**src/rtl/fbsc_pkg.sv**
```systemverilog
`default_nettype none
// ----------------------------------------------------------------------------
// Frustum cull package
// Shared types, field widths and result codes for the frustum cull unit.
// ----------------------------------------------------------------------------
package fbsc_pkg;

    // Plane register layout: nx, ny, nz (Q1.14) over d (Q12.4).
    localparam int PLANE_REGS  = 6;
    localparam int PLANE_W     = 64;
    localparam int CFG_INDEX_W = 3;
    localparam int COORD_W     = 16;
    localparam int HALF_W      = 15;

    // Scale step that brings Q12.4 terms up to the Q.18 product scale.
    localparam int SCALE_SHIFT = 14;

    // Signed product n*c, unsigned product |n|*h, and the accumulator.
    localparam int PROD_W  = 2 * COORD_W;
    localparam int RPROD_W = COORD_W + HALF_W;
    localparam int ACC_W   = 37;

    localparam logic OP_BOX    = 1'b0;
    localparam logic OP_SPHERE = 1'b1;

    localparam logic [1:0] VERDICT_INSIDE    = 2'd0;
    localparam logic [1:0] VERDICT_INTERSECT = 2'd1;
    localparam logic [1:0] VERDICT_OUTSIDE   = 2'd2;

    // One request as it travels down the row of plane cells.
    typedef struct packed {
        logic                      operation;
        logic signed [COORD_W-1:0] center_x;
        logic signed [COORD_W-1:0] center_y;
        logic signed [COORD_W-1:0] center_z;
        logic [HALF_W-1:0]         half_x;
        logic [HALF_W-1:0]         half_y;
        logic [HALF_W-1:0]         half_z;
        logic [HALF_W-1:0]         sphere_radius;
        logic                      outside;
        logic                      straddle;
    } item_t;

endpackage
`default_nettype wire

```
**src/rtl/fbsc_cell.sv**
```systemverilog
`default_nettype none
// ----------------------------------------------------------------------------
// Frustum cull plane cell
// Tests the passing request against one plane in three stages (products,
// distance and radius sums, sign tests) and ORs the outcome into its flags.
// ----------------------------------------------------------------------------
module fbsc_cell (
    input  logic                           clk,
    input  logic                           rst_n,
    input  logic [fbsc_pkg::PLANE_W-1:0]   plane,
    input  logic                           up_valid,
    output logic                           up_ready,
    input  fbsc_pkg::item_t                up_item,
    output logic                           dn_valid,
    input  logic                           dn_ready,
    output fbsc_pkg::item_t                dn_item
);
    import fbsc_pkg::*;

    logic signed [COORD_W-1:0] nx;
    logic signed [COORD_W-1:0] ny;
    logic signed [COORD_W-1:0] nz;
    logic signed [COORD_W-1:0] pd;
    logic [COORD_W-1:0]        ax;
    logic [COORD_W-1:0]        ay;
    logic [COORD_W-1:0]        az;

    logic adv_a;
    logic adv_b;
    logic adv_c;

    // Stage A: products
    logic                      a_valid_reg;
    item_t                     a_item_reg;
    logic signed [PROD_W-1:0]  a_px_reg;
    logic signed [PROD_W-1:0]  a_py_reg;
    logic signed [PROD_W-1:0]  a_pz_reg;
    logic [RPROD_W-1:0]        a_rx_reg;
    logic [RPROD_W-1:0]        a_ry_reg;
    logic [RPROD_W-1:0]        a_rz_reg;
    logic signed [PROD_W-1:0]  a_px_next;
    logic signed [PROD_W-1:0]  a_py_next;
    logic signed [PROD_W-1:0]  a_pz_next;
    logic [RPROD_W-1:0]        a_rx_next;
    logic [RPROD_W-1:0]        a_ry_next;
    logic [RPROD_W-1:0]        a_rz_next;

    // Stage B: distance and projected radius
    logic                      b_valid_reg;
    item_t                     b_item_reg;
    logic [ACC_W-1:0]          b_dist_reg;
    logic [ACC_W-1:0]          b_r_reg;
    logic [ACC_W-1:0]          b_dist_next;
    logic [ACC_W-1:0]          b_r_next;
    logic [ACC_W-1:0]          box_r;
    logic [ACC_W-1:0]          sphere_r;

    // Stage C: flags
    logic                      c_valid_reg;
    item_t                     c_item_reg;
    item_t                     c_item_next;
    logic [ACC_W-1:0]          far_side;
    logic [ACC_W-1:0]          near_side;

    assign nx = plane[63:48];
    assign ny = plane[47:32];
    assign nz = plane[31:16];
    assign pd = plane[15:0];

    assign ax = nx[COORD_W-1] ? COORD_W'(-nx) : COORD_W'(nx);
    assign ay = ny[COORD_W-1] ? COORD_W'(-ny) : COORD_W'(ny);
    assign az = nz[COORD_W-1] ? COORD_W'(-nz) : COORD_W'(nz);

    // A stage moves when it is empty or the stage after it moves.
    assign adv_c    = !c_valid_reg || dn_ready;
    assign adv_b    = !b_valid_reg || adv_c;
    assign adv_a    = !a_valid_reg || adv_b;
    assign up_ready = adv_a;

    assign a_px_next = nx * up_item.center_x;
    assign a_py_next = ny * up_item.center_y;
    assign a_pz_next = nz * up_item.center_z;
    assign a_rx_next = ax * up_item.half_x;
    assign a_ry_next = ay * up_item.half_y;
    assign a_rz_next = az * up_item.half_z;

    always_comb
    begin
        b_dist_next = {{(ACC_W-PROD_W){a_px_reg[PROD_W-1]}}, a_px_reg}
                    + {{(ACC_W-PROD_W){a_py_reg[PROD_W-1]}}, a_py_reg}
                    + {{(ACC_W-PROD_W){a_pz_reg[PROD_W-1]}}, a_pz_reg}
                    + {{(ACC_W-COORD_W-SCALE_SHIFT){pd[COORD_W-1]}}, pd,
                       {SCALE_SHIFT{1'b0}}};
        box_r       = {{(ACC_W-RPROD_W){1'b0}}, a_rx_reg}
                    + {{(ACC_W-RPROD_W){1'b0}}, a_ry_reg}
                    + {{(ACC_W-RPROD_W){1'b0}}, a_rz_reg};
        sphere_r    = {{(ACC_W-HALF_W-SCALE_SHIFT){1'b0}}, a_item_reg.sphere_radius,
                       {SCALE_SHIFT{1'b0}}};
        b_r_next    = (a_item_reg.operation == OP_SPHERE) ? sphere_r : box_r;
    end

    // The volume is fully behind the plane when even its far side is negative;
    // it straddles when only the near side is.
    always_comb
    begin
        far_side             = b_dist_reg + b_r_reg;
        near_side            = b_dist_reg - b_r_reg;
        c_item_next          = b_item_reg;
        c_item_next.outside  = b_item_reg.outside | far_side[ACC_W-1];
        c_item_next.straddle = b_item_reg.straddle | near_side[ACC_W-1];
    end

    always_ff @(posedge clk or negedge rst_n)
    begin
        if (!rst_n)
        begin
            a_valid_reg <= 1'b0;
            b_valid_reg <= 1'b0;
            c_valid_reg <= 1'b0;
        end
        else
        begin
            if (adv_a)
            begin
                a_valid_reg <= up_valid;
            end
            if (adv_b)
            begin
                b_valid_reg <= a_valid_reg;
            end
            if (adv_c)
            begin
                c_valid_reg <= b_valid_reg;
            end
        end
    end

    always_ff @(posedge clk)
    begin
        if (adv_a && up_valid)
        begin
            a_item_reg <= up_item;
            a_px_reg   <= a_px_next;
            a_py_reg   <= a_py_next;
            a_pz_reg   <= a_pz_next;
            a_rx_reg   <= a_rx_next;
            a_ry_reg   <= a_ry_next;
            a_rz_reg   <= a_rz_next;
        end
        if (adv_b && a_valid_reg)
        begin
            b_item_reg <= a_item_reg;
            b_dist_reg <= b_dist_next;
            b_r_reg    <= b_r_next;
        end
        if (adv_c && b_valid_reg)
        begin
            c_item_reg <= c_item_next;
        end
    end

    assign dn_valid = c_valid_reg;
    assign dn_item  = c_item_reg;

endmodule
`default_nettype wire

```
**config.mk**
```make
export PLATFORM = sky130hd
export DESIGN_NAME = fbsc_cell
export DESIGN_NICKNAME = d
export VERILOG_FILES = /design/src/rtl/fbsc_pkg.sv /design/src/rtl/fbsc_cell.sv
export SDC_FILE = /design/constraint.sdc
export NUM_CORES = 2
export LEC_CHECK = 0
export BUFFER_PORTS_ARGS = -buffer_cell sky130_fd_sc_hd__buf_2
export CAP_MARGIN = 20
export CORE_MARGIN = 2
export CORE_UTILIZATION = 55
export DETAILED_ROUTE_END_ITERATION = 7
export PLACE_DENSITY = 0.75
export SYNTH_ARGS = -nofsm -noshare
export SYNTH_HDL_FRONTEND = slang
export SYNTH_SLANG_ARGS = --single-unit
```
**constraint.sdc**
```tcl
create_clock -name clk -period 8.5 [get_ports clk]
set_clock_uncertainty 0.15 [all_clocks]
set_input_delay 1.7 -clock clk [delete_from_list [all_inputs] [get_ports clk]]
set_output_delay 1.7 -clock clk [all_outputs]
set_load 0.1 [all_outputs]
```
Word level (Yosys, flattened, before mapping):

Cells that the tools add are included.
W data, S select, Z words.

* bits in registers: 595

* add/subtract/negate cells: 10
* multipliers: 6
* mux-type cells: 4
* bitwise gates (word level): 2
* reductions and logical operators: 9

Operators by type and width (number)
* $mul A16 B16 Y32: 3
* $mul A16 B15 Y31: 3
* $mux W16: 3
* $neg A16 Y16: 3
* $add A37 B33 Y37: 1
* $sub A37 B33 Y37: 1
* $add A34 B30 Y35: 1
* $add A33 B32 Y34: 1
* $add A32 B31 Y33: 1
* $add A32 B32 Y33: 1
* $add A31 B31 Y32: 1
* $mux W29: 1
* $logic_and A1 B1 Y1: 3
* $logic_not A1 Y1: 3
* $logic_or A1 B1 Y1: 3
* $or A1 B1 Y1: 2

Logic depth before layout (Yosys ltp):

* depth after elaboration: 5
* depth in mapped cells: 30

Worst setup path after synthesis:

OpenSTA, ideal clock, no wires.

* path type: input to register
* start: input dn_ready
* end: register a_item_reg[0] in the netlist's numbering (enable)
* arrival: 9.359 ns
* required time: 7.653 ns
* setup slack: -1.706 ns
* cell stages on the path: 3
* cell sequence: nor2b_1 nand3_1 and2_1

* longest elaborated chain between the ends: 4

RTL lines
* start, declared: line fbsc_cell.sv:15 `input logic dn_ready,`
* $logic_or A1 B1 Y1: line fbsc_cell.sv:75 `assign adv_c = !c_valid_reg || dn_ready;`
* $logic_or A1 B1 Y1: line fbsc_cell.sv:76 `assign adv_b = !b_valid_reg || adv_c;`
* $logic_or A1 B1 Y1: line fbsc_cell.sv:77 `assign adv_a = !a_valid_reg || adv_b;`
* net up_ready: line fbsc_cell.sv:12 `output logic up_ready,`
* $logic_and A1 B1 Y1: line fbsc_cell.sv:140 `if (adv_a && up_valid)`
* end signal, assigned: line fbsc_cell.sv:142 `a_item_reg <= up_item;`
* end, declared: line fbsc_cell.sv:34 `item_t a_item_reg;`

The timed path passes the listed nets, and every way through them passes these cells.
A chain may end at the register's enable or synchronous reset.

Worst setup path in the final report:

* start: input plane[52] in the netlist's numbering
* end: register a_rx_reg[29], data pin

* longest elaborated chain between the ends: 3

RTL lines
* start, declared: line fbsc_cell.sv:10 `input logic [fbsc_pkg::PLANE_W-1:0] plane,`
* $neg A16 Y16: line fbsc_cell.sv:70 `assign ax = nx[COORD_W-1] ? COORD_W'(-nx) : COORD_W'(nx);`
* $mux W16 *: line fbsc_cell.sv:70
* $mul A16 B15 Y31 *: line fbsc_cell.sv:83 `assign a_rx_next = ax * up_item.half_x;`
* net a_rx_next[29]: line fbsc_cell.sv:44 `logic [RPROD_W-1:0] a_rx_next;`
* end signal, assigned: line fbsc_cell.sv:146 `a_rx_reg <= a_rx_next;`
* end, declared: line fbsc_cell.sv:38 `logic [RPROD_W-1:0] a_rx_reg;`

Mark *: on every way through the listed nets, which the timed path passes. The rest lies on a longest branch.

==> summary.txt <==
GRT
  – Total track usage: between 20% and 30%
  – Largest net degree at the start of global routing: 110
  – Vias in the first global route: between 50000 and 60000
  – First-pass GRT wire length: approximately 310 mm
  – Total congestion overflow: 0
  – Antenna violations before repair: 10

Logic synthesis
  – Synthesized net count: approximately 9800
  – Mean Syn Cell Area: around 10 um2
  – Synth top cells by count: 1602 x inv_1, 1410 x fa_1, 793 x and2_1
  – Prevailing post-synth register cell: edfxtp_1
  – Synth warn: 0
  – Netlist cell types: 80
  – Count leader, synth: inv_1
  – Mapped Area: approximately 79000 um2
  – Mapped Cells: about 7500
  – Largest cells by area after synthesis: fa_1 36%, edfxtp_1 23%, ha_1 11%, inv_1 7.7%, and2_1 6.3%
  – Sequential fraction of the synthesis area: 22.7%
  – Asr flop ratio synth: less than 1%
  – Yosys top cell by area: fa_1
  – Area share of the largest cell type after synthesis: roughly 36%
  – Number of synthesized flops with an enable pin: 590
  – Synthesized flop and latch total: 593

Placement
  – Gpl congestion: between 0.9 and 1
  – Port Buffer Count: 291
  – Post-DP Area: 84200 um2
  – Final HPWL DP: ~150 mm

Clock network
  – H-tree depth: 3
  – Cts hold-fix bufs: 0
  – CTS tree: yes
  – CTS Buffer Depth: 3
  – Clock-pin slew on the worst setup and hold paths: 0.08 ns
  – Clock sinks: between 500 and 600
  – Clock Latency Late Sink: about 0.68 ns
  – CTS buffer count: around 70
  – Clock root buffer: clkbuf_16

Timing
  – Endpoints failing hold: 0
  – Total negative slack: 0 ns
  – Headroom to the max-slew limit: between 30% and 40%
  – Setup-failing EPs final: 0
  – Final worst-path cycle share: 98.3%
  – RSZ-0062 raised after global routing: yes
  – Tmin final: between 8 and 9 ns
  – Fmax: 120 MHz
  – Worst-Margin Slew: 1.03 ns
  – Max Slew Vio Count: 0

Routing
  – Initial DRC count: 3582
  – Vias: 53800
  – Vias per cell: about 5.4
  – Antenna viol nets, final: 0
  – DRC: 0
  – Routed wire per std cell: between 15 and 20 um
  – Wirelength, routed: about 190 mm
  – Pre-Repair DR Iteration Count: 6

Worst setup path
  – Worst Path Max Fanout: 4
  – Crit Reg-Reg Startpoint: a_py_reg[2]$_DFFE_PP_
  – WP data arrival: ~8.6 ns
  – Worst Setup Start Kind: input port
  – Worst R2R Path Depth: 13
  – WS Path Type: input port to flip-flop
  – CP Launch Point: plane[52]
  – Reg-to-reg endpoint: b_dist_reg[30]$_DFFE_PP_
  – CP required: 8.77 ns
  – Setup slack, reg-to-reg: 3.97 ns
  – Critical Path End Type: flip-flop

Die
  – Die width: ~380 um
  – Top-Level Pins: 292
  – Die Y: ~380 um
  – Die area: 146000 um2
  – Rows: ~140
  – Core box area: roughly 140000 um2
  – Starting Density: 55.5%

Hold path
  – WHS Path Cells: 0
  – Hold Startpoint: b_item_reg[9]$_DFFE_PP_
  – Hold Crit Endpoint: dn_item[9]$_DFFE_PP_
  – Hold/Removal Path Class: flip-flop to flip-flop

Status
  – Outcome: finished, final reports clean

Cells and area
  – Final Core Density: between 60 and 70%
  – Share of cells above drive strength 1: around 10%
  – Fin area: just under 90000 um2
  – Multi-input gate area: 54300 um2
  – Layout area overhead: 10.3%
  – FF/Latch Area: roughly 18000 um2
  – Fin nets: just over 10000
  – Final-layout fill cell count: ~11000

Flow run
  – Number of max-cap violations: 0
## cells by family (layout without fill, tap and decap cells)
group,after synthesis,after routing,synth area share (%)
XOR/XNOR,265,265,2.96
AND/OR/NAND/NOR,2030,2030,13.1
flip-flops,593,593,22.7
other,0,4,0
AO/OA/AOI/OAI,687,687,5.70
multiplexers,4,4,0.0558
buffers and inverters,1857,2326,8.89
adder cells (fa/ha/maj),2083,2083,46.7
## per-layer routing
layer	share of wire [%]	wire length (um)	up-vias	global-route usage, %
met2	48	90900	1754	44.7
met3	6.5	12300	408	4.03
met1	40	76200	27500	35.6
li1	-	-	24100	-
met4	5.0	9540	2	12.8
met5	0.0058	11	-	0
## what timing repair did
item                       CTS  global route
buffers inserted             0             1
setup endpoints to repair    0            13
resized for setup            0            22
## worst max-delay path, stage by stage
cell      delay, ns
buf_2          0.12
nor4_4         0.32
nand2b_1       0.15
or3_4          0.42
o31a_1         0.33
xor2_2         0.18
and2_4         0.21
fa_1           0.51
inv_1          0.06
fa_1           0.53
inv_1          0.05
fa_1           0.52
fa_1           0.44
fa_1           0.57
inv_1          0.06
fa_1           0.48
inv_1          0.06
ha_4           0.28
nand3_2        0.12
nor4_4         0.31
a31oi_2        0.16
a311oi_2       0.33
nand4_1        0.18
nand3_2        0.13
o21a_1         0.17
a311oi_2       0.10
xnor2_1        0.14
## worst max path at each step
stage / end / slack, ns / cells past startpoint
3_5_place_dp: a_rx_reg[29]$_DFFE_PP_ / -0.53 / 28
5_1_grt: a_rx_reg[29]$_DFFE_PP_ / -0.11 / 28
3_3_place_gp: a_rx_reg[29]$_DFFE_PP_ / -0.43 / 27
6_report: a_rx_reg[29]$_DFFE_PP_ / 0.14 / 27
2_1_floorplan: a_rz_reg[29]$_DFFE_PP_ / -0.12 / 27
4_1_cts: a_rx_reg[29]$_DFFE_PP_ / 0.15 / 28
## layout by cell type, fill, tap and decap left out, types with 10 or more instances in the layout
master / n
o31ai_1: 12
clkbuf_16: 73
inv_6: 13
clkinv_2: 16
and3_1: 19
nand3_1: 44
xor2_1: 62
buf_4: 298
buf_2: 291
a211oi_1: 36
nand2b_1: 62
a21oi_1: 194
and2_1: 782
nor2b_1: 24
nand2_1: 787
a21o_1: 97
inv_1: 1599
or3_1: 10
nor2_1: 171
o21bai_1: 35
edfxtp_1: 590
o21a_1: 30
o21ai_0: 128
o21ai_1: 11
ha_1: 664
nand4_1: 22
xnor2_1: 194
o211ai_1: 10
a31oi_1: 18
nor4_1: 14
and2_4: 13
nor3_1: 36
fa_1: 1408
## area by class of cell
type	count	area share, %
Timing Repair Buffer	597	4.45
Sequential cell	593	20.5
Clock inverter	47	0.522
Multi-Input combinational cell	5069	62.7
Clock buffer	80	2.14
Tap cell	1890	2.73
Inverter	1602	6.94
Antenna cell	4	0.0116
## per-stage QoR
stage / hold WS, ns / std cells / setup WS [ns]
6_report: 0.252 / 9882 / 0.144
5_1_grt: 0.264 / 9882 / -0.109
4_1_cts: 0.253 / 9877 / 0.154
3_5_place_dp: 0.255 / 9750 / -0.535
3_3_place_gp: 0.251 / 9750 / -0.427
2_1_floorplan: 0.250 / 7519 / -0.122
Power is not shown: default switching activity piles up to over one toggle a cycle in this logic, so the estimate is an artifact.
